**src/hw/rtl/msp_pkg.sv**
```systemverilog
package msp_pkg;

	// fixed field widths
	localparam int unsigned SAMPLE_W = 16;
	localparam int unsigned ACC_W    = 25;
	localparam int unsigned TOL_W    = 8;
	localparam int unsigned RUN_W    = 8;
	localparam int unsigned PCT_W    = 7;

	// filter defaults
	localparam int unsigned FILTER_SHIFT_DEF  = 4;
	localparam int unsigned FRACTION_BITS_DEF = 8;

	// percentage scale
	localparam logic [PCT_W-1:0] PCT_FULL = 7'd100;
	localparam logic [PCT_W-1:0] PCT_NONE = 7'd0;

	// divider sizing: num and den are below 2^16, quotient below 128
	localparam int unsigned DIV_W   = 16;
	localparam int unsigned REM_W   = DIV_W + PCT_W;
	localparam int unsigned STEP_W  = 3;

	// queue between front and back
	localparam int unsigned QUEUE_DEPTH = 2;

	// register port
	localparam int unsigned APB_DW = 32;
	localparam int unsigned ADDR_W = 4;

	typedef enum logic [1:0] {
		REG_WET = 2'd0,
		REG_DRY = 2'd1,
		REG_TOL = 2'd2,
		REG_RUN = 2'd3
	} reg_idx_t;

	localparam logic signed [SAMPLE_W-1:0] WET_RST = 16'sd0;
	localparam logic signed [SAMPLE_W-1:0] DRY_RST = 16'sd0;
	localparam logic [TOL_W-1:0]           TOL_RST = 8'd3;
	localparam logic [RUN_W-1:0]           RUN_RST = 8'd5;

	typedef struct packed {
		logic signed [SAMPLE_W-1:0] smoothed;
		logic                       stable;
	} entry_t;

endpackage

```
**src/hw/rtl/moisture_smooth_stability_percent.sv**
```systemverilog
// result path: a pushed sample is written to the queue, then the back end loads it and
// either clamps the percentage at 0 or 100 or works it out in the divider
// back end: load, 7 quotient bits and out for a divided result, load and out if clamped;
// the 7-step restoring divider makes the quotient bits; the next entry waits for a pop
// front end takes a beat every cycle until the two-entry queue fills
// reset: arst_n clears filter, run count, previous value, queue and config to defaults
module moisture_smooth_stability_percent #(
	parameter int unsigned FILTER_SHIFT  = msp_pkg::FILTER_SHIFT_DEF,
	parameter int unsigned FRACTION_BITS = msp_pkg::FRACTION_BITS_DEF
) (
	input  logic                                clk,
	input  logic                                arst_n,
	// sample side
	input  logic                                push,
	output logic                                full,
	input  logic signed [msp_pkg::SAMPLE_W-1:0] sample_mv,
	// result side
	output logic                                empty,
	input  logic                                pop,
	output logic signed [msp_pkg::SAMPLE_W-1:0] smoothed_mv,
	output logic                                stable,
	output logic [msp_pkg::PCT_W-1:0]           moisture_percent,
	// register port
	input  logic                                psel,
	input  logic                                penable,
	input  logic                                pwrite,
	input  logic [msp_pkg::ADDR_W-1:0]          paddr,
	input  logic [msp_pkg::APB_DW-1:0]          pwdata,
	output logic [msp_pkg::APB_DW-1:0]          prdata,
	output logic                                pready
);

	localparam int unsigned SMP_W = msp_pkg::SAMPLE_W;
	localparam int unsigned DW    = msp_pkg::APB_DW;

	// config registers
	logic signed [SMP_W-1:0]        wet_q;
	logic signed [SMP_W-1:0]        dry_q;
	logic [msp_pkg::TOL_W-1:0]      tol_q;
	logic [msp_pkg::RUN_W-1:0]      run_q;

	logic                           cfg_wr;
	msp_pkg::reg_idx_t              reg_idx;

	// front to queue and queue to back
	logic                           q_push;
	logic                           q_full;
	logic                           q_pop;
	logic                           q_empty;
	msp_pkg::entry_t                q_wr_data;
	msp_pkg::entry_t                q_rd_data;

	// register port: word index from the address, no wait states
	assign pready  = 1'b1;
	assign cfg_wr  = psel && penable && pwrite && pready;
	assign reg_idx = msp_pkg::reg_idx_t'(paddr[msp_pkg::ADDR_W-1:2]);

	always_ff @(posedge clk or negedge arst_n) begin
		if (!arst_n) begin
			wet_q <= msp_pkg::WET_RST;
			dry_q <= msp_pkg::DRY_RST;
			tol_q <= msp_pkg::TOL_RST;
			run_q <= msp_pkg::RUN_RST;
		end else if (cfg_wr) begin
			case (reg_idx)
				msp_pkg::REG_WET: wet_q <= pwdata[SMP_W-1:0];
				msp_pkg::REG_DRY: dry_q <= pwdata[SMP_W-1:0];
				msp_pkg::REG_TOL: tol_q <= pwdata[msp_pkg::TOL_W-1:0];
				msp_pkg::REG_RUN: run_q <= pwdata[msp_pkg::RUN_W-1:0];
				default: begin
				end
			endcase
		end
	end

	// readback, thresholds sign extended
	always_comb begin
		case (reg_idx)
			msp_pkg::REG_WET: prdata = DW'(wet_q);
			msp_pkg::REG_DRY: prdata = DW'(dry_q);
			msp_pkg::REG_TOL: prdata = DW'(tol_q);
			msp_pkg::REG_RUN: prdata = DW'(run_q);
			default:          prdata = '0;
		endcase
	end

	// front: filter update and run detection, one beat per cycle while the queue has room
	msp_front #(
		.FILTER_SHIFT  (FILTER_SHIFT),
		.FRACTION_BITS (FRACTION_BITS)
	) u_front (
		.clk        (clk),
		.arst_n     (arst_n),
		.push       (push),
		.full       (full),
		.sample_mv  (sample_mv),
		.tolerance  (tol_q),
		.run_length (run_q),
		.q_push     (q_push),
		.q_data     (q_wr_data),
		.q_full     (q_full)
	);

	// short queue decouples the filter from the divider
	msp_queue u_queue (
		.clk     (clk),
		.arst_n  (arst_n),
		.push    (q_push),
		.wr_data (q_wr_data),
		.full    (q_full),
		.pop     (q_pop),
		.rd_data (q_rd_data),
		.empty   (q_empty)
	);

	// back: percentage mapping and result register
	msp_back u_back (
		.clk              (clk),
		.arst_n           (arst_n),
		.q_empty          (q_empty),
		.q_pop            (q_pop),
		.q_data           (q_rd_data),
		.wet              (wet_q),
		.dry              (dry_q),
		.empty            (empty),
		.pop              (pop),
		.smoothed_mv      (smoothed_mv),
		.stable           (stable),
		.moisture_percent (moisture_percent)
	);

endmodule

```
**src/hw/rtl/msp_queue.sv**
```systemverilog
module msp_queue (
	input  logic            clk,
	input  logic            arst_n,
	input  logic            push,
	input  msp_pkg::entry_t wr_data,
	output logic            full,
	input  logic            pop,
	output msp_pkg::entry_t rd_data,
	output logic            empty
);

	localparam int unsigned DEPTH = msp_pkg::QUEUE_DEPTH;
	localparam int unsigned PTR_W = (DEPTH > 1) ? $clog2(DEPTH) : 1;
	localparam int unsigned CNT_W = $clog2(DEPTH + 1);

	msp_pkg::entry_t  mem_q [DEPTH];
	logic [PTR_W-1:0] wr_ptr_q;
	logic [PTR_W-1:0] rd_ptr_q;
	logic [CNT_W-1:0] count_q;
	logic             do_push;
	logic             do_pop;

	assign full    = (count_q == CNT_W'(DEPTH));
	assign empty   = (count_q == '0);
	assign do_push = push && !full;
	assign do_pop  = pop && !empty;
	assign rd_data = mem_q[rd_ptr_q];

	always_ff @(posedge clk) begin
		if (do_push) begin
			mem_q[wr_ptr_q] <= wr_data;
		end
	end

	always_ff @(posedge clk or negedge arst_n) begin
		if (!arst_n) begin
			wr_ptr_q <= '0;
			rd_ptr_q <= '0;
			count_q  <= '0;
		end else begin
			if (do_push) begin
				wr_ptr_q <= (wr_ptr_q == PTR_W'(DEPTH - 1)) ? '0 : wr_ptr_q + 1'b1;
			end
			if (do_pop) begin
				rd_ptr_q <= (rd_ptr_q == PTR_W'(DEPTH - 1)) ? '0 : rd_ptr_q + 1'b1;
			end
			if (do_push && !do_pop) begin
				count_q <= count_q + 1'b1;
			end else if (do_pop && !do_push) begin
				count_q <= count_q - 1'b1;
			end
		end
	end

	a_count_bound: assert property (@(posedge clk) disable iff (!arst_n)
		count_q <= CNT_W'(DEPTH))
		else $error("queue count beyond depth");

	a_pop_drains: assert property (@(posedge clk) disable iff (!arst_n)
		(do_pop && !do_push) |=> (count_q == $past(count_q) - 1'b1))
		else $error("pop did not drain queue");

	a_push_fills: assert property (@(posedge clk) disable iff (!arst_n)
		(do_push && !do_pop) |=> !empty)
		else $error("queue empty after push");

endmodule

```
**src/hw/rtl/msp_front.sv**
```systemverilog
module msp_front #(
	parameter int unsigned FILTER_SHIFT  = msp_pkg::FILTER_SHIFT_DEF,
	parameter int unsigned FRACTION_BITS = msp_pkg::FRACTION_BITS_DEF
) (
	input  logic                                clk,
	input  logic                                arst_n,
	input  logic                                push,
	output logic                                full,
	input  logic signed [msp_pkg::SAMPLE_W-1:0] sample_mv,
	input  logic [msp_pkg::TOL_W-1:0]           tolerance,
	input  logic [msp_pkg::RUN_W-1:0]           run_length,
	output logic                                q_push,
	output msp_pkg::entry_t                     q_data,
	input  logic                                q_full
);

	localparam int unsigned ACC_W    = msp_pkg::ACC_W;
	localparam int unsigned SMP_W    = msp_pkg::SAMPLE_W;
	localparam int unsigned SCALED_W = SMP_W + FRACTION_BITS;
	localparam int unsigned MUL_W    = ACC_W + FILTER_SHIFT;
	localparam int unsigned SUM_W    = ((MUL_W > SCALED_W) ? MUL_W : SCALED_W) + 1;
	localparam int unsigned DIFF_W   = SMP_W + 1;

	logic signed [ACC_W-1:0]            acc_q;
	logic signed [SMP_W-1:0]            prev_q;
	logic [msp_pkg::RUN_W-1:0]          cnt_q;

	logic signed [SUM_W-1:0]            acc_ext;
	logic signed [SUM_W-1:0]            acc_weighted;
	logic signed [SUM_W-1:0]            scaled;
	logic signed [SUM_W-1:0]            sum;
	logic signed [SUM_W-1:0]            sum_sh;
	logic signed [ACC_W-1:0]            acc_nxt;
	logic signed [ACC_W-1:0]            smooth_full;
	logic signed [SMP_W-1:0]            smooth;
	logic signed [DIFF_W-1:0]           diff;
	logic [DIFF_W-1:0]                  diff_abs;
	logic                               steady;
	logic [msp_pkg::RUN_W-1:0]          cnt_mid;
	logic                               hit;
	logic                               accept;

	// acc * (2^shift - 1) as a shift and subtract
	assign acc_ext      = SUM_W'(acc_q);
	assign acc_weighted = (acc_ext <<< FILTER_SHIFT) - acc_ext;
	assign scaled       = SUM_W'(sample_mv) <<< FRACTION_BITS;
	assign sum          = acc_weighted + scaled;
	assign sum_sh       = sum >>> FILTER_SHIFT;
	assign acc_nxt      = sum_sh[ACC_W-1:0];
	assign smooth_full  = acc_nxt >>> FRACTION_BITS;
	assign smooth       = smooth_full[SMP_W-1:0];

	assign diff     = DIFF_W'(prev_q) - DIFF_W'(smooth);
	assign diff_abs = diff[DIFF_W-1] ? DIFF_W'(-diff) : DIFF_W'(diff);
	assign steady   = (diff_abs <= DIFF_W'(tolerance));
	assign cnt_mid  = steady ? cnt_q + 1'b1 : '0;
	assign hit      = (cnt_mid >= run_length);

	assign full            = q_full;
	assign accept          = push && !q_full;
	assign q_push          = accept;
	assign q_data.smoothed = smooth;
	assign q_data.stable   = hit;

	always_ff @(posedge clk or negedge arst_n) begin
		if (!arst_n) begin
			acc_q  <= '0;
			prev_q <= '0;
			cnt_q  <= '0;
		end else if (accept) begin
			acc_q  <= acc_nxt;
			prev_q <= hit ? '0 : smooth;
			cnt_q  <= hit ? '0 : cnt_mid;
		end
	end

endmodule

```
**src/hw/rtl/msp_back.sv**
```systemverilog
module msp_back (
	input  logic                                clk,
	input  logic                                arst_n,
	input  logic                                q_empty,
	output logic                                q_pop,
	input  msp_pkg::entry_t                     q_data,
	input  logic signed [msp_pkg::SAMPLE_W-1:0] wet,
	input  logic signed [msp_pkg::SAMPLE_W-1:0] dry,
	output logic                                empty,
	input  logic                                pop,
	output logic signed [msp_pkg::SAMPLE_W-1:0] smoothed_mv,
	output logic                                stable,
	output logic [msp_pkg::PCT_W-1:0]           moisture_percent
);

	localparam int unsigned SMP_W  = msp_pkg::SAMPLE_W;
	localparam int unsigned DIV_W  = msp_pkg::DIV_W;
	localparam int unsigned REM_W  = msp_pkg::REM_W;
	localparam int unsigned STEP_W = msp_pkg::STEP_W;
	localparam int unsigned PCT_W  = msp_pkg::PCT_W;

	typedef enum logic [2:0] {
		ST_IDLE = 3'b001,
		ST_DIV  = 3'b010,
		ST_OUT  = 3'b100
	} state_t;

	state_t                  state_q;
	logic [REM_W-1:0]        rem_q;
	logic [DIV_W-1:0]        den_q;
	logic [STEP_W-1:0]       step_q;
	logic [PCT_W-1:0]        pct_q;
	logic signed [SMP_W-1:0] smooth_q;
	logic                    stable_q;

	logic signed [SMP_W:0]   num_wide;
	logic signed [SMP_W:0]   den_wide;
	logic [REM_W-1:0]        trial;
	logic                    fits;

	assign num_wide = (SMP_W + 1)'(dry) - (SMP_W + 1)'(q_data.smoothed);
	assign den_wide = (SMP_W + 1)'(dry) - (SMP_W + 1)'(wet);
	assign trial    = REM_W'(den_q) << step_q;
	assign fits     = (rem_q >= trial);

	assign q_pop            = (state_q == ST_IDLE) && !q_empty;
	assign empty            = (state_q != ST_OUT);
	assign smoothed_mv      = smooth_q;
	assign stable           = stable_q;
	assign moisture_percent = pct_q;

	always_ff @(posedge clk) begin
		if (q_pop) begin
			smooth_q <= q_data.smoothed;
			stable_q <= q_data.stable;
			rem_q    <= REM_W'(num_wide[DIV_W-1:0]) * REM_W'(msp_pkg::PCT_FULL);
			den_q    <= den_wide[DIV_W-1:0];
		end else if (state_q == ST_DIV && fits) begin
			rem_q <= rem_q - trial;
		end
	end

	always_ff @(posedge clk or negedge arst_n) begin
		if (!arst_n) begin
			state_q <= ST_IDLE;
			step_q  <= '0;
			pct_q   <= '0;
		end else begin
			case (state_q)
				ST_IDLE: begin
					if (!q_empty) begin
						if (q_data.smoothed <= wet) begin
							pct_q   <= msp_pkg::PCT_FULL;
							state_q <= ST_OUT;
						end else if (q_data.smoothed >= dry) begin
							pct_q   <= msp_pkg::PCT_NONE;
							state_q <= ST_OUT;
						end else begin
							pct_q   <= '0;
							step_q  <= STEP_W'(PCT_W - 1);
							state_q <= ST_DIV;
						end
					end
				end
				ST_DIV: begin
					pct_q <= {pct_q[PCT_W-2:0], fits};
					if (step_q == '0) begin
						state_q <= ST_OUT;
					end else begin
						step_q <= step_q - 1'b1;
					end
				end
				ST_OUT: begin
					if (pop) begin
						state_q <= ST_IDLE;
					end
				end
				default: begin
					state_q <= ST_IDLE;
				end
			endcase
		end
	end

	a_pct_range: assert property (@(posedge clk) disable iff (!arst_n)
		!empty |-> (moisture_percent <= msp_pkg::PCT_FULL))
		else $error("percentage above full scale");

	a_rem_bound: assert property (@(posedge clk) disable iff (!arst_n)
		(state_q == ST_DIV) |->
			((REM_W + 1)'(rem_q) < ((REM_W + 1)'(den_q) << ((STEP_W + 1)'(step_q) + 1'b1))))
		else $error("divider remainder out of range");

	a_pop_starts: assert property (@(posedge clk) disable iff (!arst_n)
		q_pop |=> (state_q != ST_IDLE))
		else $error("queue beat taken without starting work");

endmodule

```
**config.mk**
```make
export PLATFORM = sky130hd
export DESIGN_NAME = moisture_smooth_stability_percent
export DESIGN_NICKNAME = d
export VERILOG_FILES = /design/src/hw/rtl/msp_pkg.sv /design/src/hw/rtl/moisture_smooth_stability_percent.sv /design/src/hw/rtl/msp_queue.sv /design/src/hw/rtl/msp_front.sv /design/src/hw/rtl/msp_back.sv
export SDC_FILE = /design/constraint.sdc
export NUM_CORES = 1
export LEC_CHECK = 0
export BUFFER_PORTS_ARGS = -buffer_cell sky130_fd_sc_hd__buf_2
export CAP_MARGIN = 20
export CORE_ASPECT_RATIO = 0.6
export CORE_MARGIN = 2
export CORE_UTILIZATION = 49
export CTS_CLUSTER_DIAMETER = 120
export DETAILED_ROUTE_END_ITERATION = 8
export GPL_TIMING_DRIVEN = 0
export PLACE_DENSITY = 0.7
export SLEW_MARGIN = 15
export SYNTH_ARGS = -nofsm -noshare
export SYNTH_HDL_FRONTEND = slang
export SYNTH_SLANG_ARGS = --single-unit
```
**constraint.sdc**
```tcl
create_clock -name clk -period 8.44 [get_ports clk]
set_input_delay 0.422 -clock clk [delete_from_list [all_inputs] [get_ports clk]]
set_output_delay 0.422 -clock clk [all_outputs]
set_load 0.02 [all_outputs]
```
==> summary.txt <==
Timing
  – Final worst path period share: 98.2%
  – Total Negative Setup Slacks: 0 ns
  – Final setup violation count: 0
  – Clock skew after layout: 0.0141 ns
  – Final Hold Viols: 0
  – Slew @ Worst Pin: 1.07 ns
  – Post-layout minimum cycle time: 8.28 ns
  – Highest clock rate: 121 MHz
  – Relative slew margins: 28.8%
  – Max Slew Vio Count: 0
  – RSZ-0062 raised after global routing: yes

Yosys
  – Syn_nets: 1996
  – Compound-cell area share of the yosys netlist: 15.5%
  – Mux cell area share after synthesis: 7.20%
  – Yosys warns: 0
  – Number of flops mapped to enable cells by yosys: 88
  – Post-Syn Instances: 1722
  – Synthesized flop and latch total: 204
  – Synth Flop Type: dfrtp_1
  – XOR/XNOR Fraction of Synth Area: 5.33%
  – Adder-cell share of the synthesized area: 18.2%
  – Simple-gate share of the synthesized area: 12.3%
  – Largest family of logic cells by synthesized area: adder cells
  – Post-synthesis sequential area ratio: 33.7%
  – Synthesized cell area: 0.0164 mm²
  – Mean Syn Cell Area: 9.54 µm²
  – Synth async-reset ratio: 55.9%
  – Distinct cells, synth: 89

Clock network
  – Clk sinks: 204
  – Clock Tree Root: clkbuf_16
  – Worst-path clk slew: 0.07 ns
  – CTS max path bufs: 3
  – CTS Buf Count: 22
  – H-Tree Depth: 1
  – CTS tree: built
  – Latest clock arrival within the worst-skew pair: 0.53 ns

Detailed routing
  – Drt via density: 5.77
  – Drc violations: 0
  – Final WL: 45600 µm
  – DRT Pass-1 Iters: 5
  – Vias: 13600
  – DR iter-0 viols: 1427
  – Antenna viol nets, final: 0
  – WL/cell: 19.4 µm

Global routing
  – Largest net degree at the start of global routing: 72
  – Initial antenna violation count: 1
  – Global-route wire length before repair: 71000 µm
  – GRT Overall Usage: 25.8%
  – Gr ovfl total: 0
  – Vias in the first global route: 12800

Worst setup path
  – Internal reg-to-reg setup slack: 0.16 ns
  – Setup crit end: u_front.prev_q[11]
  – Critical path type: reg2reg
  – CP startpoint: u_front.acc_q[9]
  – CP max stage delay: 0.52 ns
  – WP data required: 8.86 ns
  – Worst reg2reg endpoint: u_front.prev_q[11]
  – Critical-path maximum fanout: 11
  – R2R cell count: 45
  – Slowest-stage cell, CP: fa_1
  – Critical Path Most Common Cell: a21oi_2
  – Reg2reg start: u_front.acc_q[9]
  – Critical Path End Type: register
  – Critical Path Start Type: register
  – CP arrival: 8.71 ns

Placement
  – Final GP Congestion: 0.935
  – DP Wirelength: 35100 µm
  – I/O Buffers: 96
  – Placed Instance Area: 0.0176 mm²
  – Post-Place Cells: 2273

Min path
  – HP Class: in2reg

Job
  – Maxcap violations: 0

Layout
  – Most frequent cells in the layout: inv_1, ha_1, nand2_1, dfrtp_1, buf_2
  – Final instance area: 0.0191 mm²
  – Multi-input gate area: 0.0102 mm²
  – Fill count: 2781
  – Register area: 0.00555 mm²
  – Commonest non-fill, non-tap cell in the layout: inv_1
  – Final Non-Filler Cells: 2349
  – Fin nets: 2156
  – Share of cells above drive strength 1: 19.2%
  – Area growth syn-to-layout: 16.5%

Run status
  – Status: finished clean

Floorplan
  – Chip Width: 240 µm
  – Boundary Pins: 118
  – Starting Density: 50.2%
  – Die area: 0.0351 mm²
  – Site Rows: 51
  – Core Footprint: 0.0327 mm²
  – Die H: 146 µm
[worst min-delay path by stage]
stage	start	endpoint	slack [ns]	cells past startpoint
after floorplan	arst_n	dry_q[0]	0.13	0
after global placement	u_back.rem_q[0]	u_back.rem_q[0]	0.46	2
after detailed placement	arst_n	wet_q[12]	0.39	1
after CTS	pwdata[10]	wet_q[10]	0.09	3
after global routing	pwdata[11]	wet_q[11]	0.12	3
final	pwdata[10]	wet_q[10]	0.11	3
[repair_timing]
item,in CTS,in global routing
buffers inserted,21,20
hold buffers,1,0
cloned,0,1
hold endpoints to repair,41,0
gates resized for setup,43,82
setup endpoints to repair,26,26
pin swaps,18,55
[cell usage after synthesis (43+ instances only)]
cell / instances / share of area (%)
a21oi_1: 80 / 2.4
clkbuf_1: 43 / 0.98
dfrtp_1: 109 / 17
edfxtp_1: 88 / 16
ha_1: 180 / 14
inv_1: 248 / 5.7
mux2i_1: 44 / 2.7
nand2_1: 113 / 2.6
nor2_1: 88 / 2.0
o21ai_0: 99 / 3.0
xnor2_1: 66 / 3.5
[critical path, delay by kind of cell (launching register included)]
family                     cells  cell delay, ns
AOI/OAI and AO/OA             21            4.06
adders and majority gates      5            1.61
and+or+nand+nor               14            1.49
DFF                            1            0.46
buffers and inverters          4            0.38
xor gates and xnor gates       1            0.15
[metal layers]
| metal | vias to the layer above | wire length (µm) | track usage (%) |
|---|---|---|---|
| met2 | 533 | 17800 | 34.4 |
| met1 | 6605 | 22300 | 41.7 |
| li1 | 6368 | - | - |
| met3 | 59 | 4770 | 6.90 |
| met5 | - | 0 | 0 |
| met4 | 0 | 711 | 4.07 |
[stage by stage]
stage               hold slack (ns)  worst slack (ns)  utilization (%)
finish                        0.108             0.156             58.4
global route                  0.123            -0.266             58.4
CTS                          0.0918           0.00393             56.9
detailed placement            0.386             -1.61             53.6
global placement              0.459             -1.45             53.4
floorplan                     0.126            0.0779                -
[cell type report]
class	count	share of cell area (%)
Antenna cell	1	0.0131
Buffer	58	1.64
Clock buffer	29	3.18
Clock inverter	11	0.314
Inverter	250	4.92
Multi-Input combinational cell	1203	53.4
Sequential cell	204	29.0
Tap cell	450	2.94
Timing Repair Buffer	143	4.60
[sequential cells by signal, summed over array words and instances (netlist names)]
register,cells
u_back.stable,1
tol_q,8
u_front.prev_q,16
u_queue.mem_q,34
u_back.moisture_percent,7
u_queue.rd_ptr_q,1
u_back.step_q,3
wet_q,16
u_back.den_q,16
u_back.smoothed_mv,16
dry_q,16
run_q,8
u_queue.wr_ptr_q,1
u_queue.count_q,2
u_back.rem_q,23
u_back.state_q,3
u_front.acc_q,25
u_front.cnt_q,8
[cell families after synthesis]
family,Yosys count
DFF,204
buffers and inverters,315
adders and majority gates,219
other,1
muxes,96
AOI/OAI and AO/OA,386
xor gates and xnor gates,100
and+or+nand+nor,401
Power is left out: the tool's default activity adds up to more than one toggle a clock period on the data nets, which glitch-free logic cannot reach.
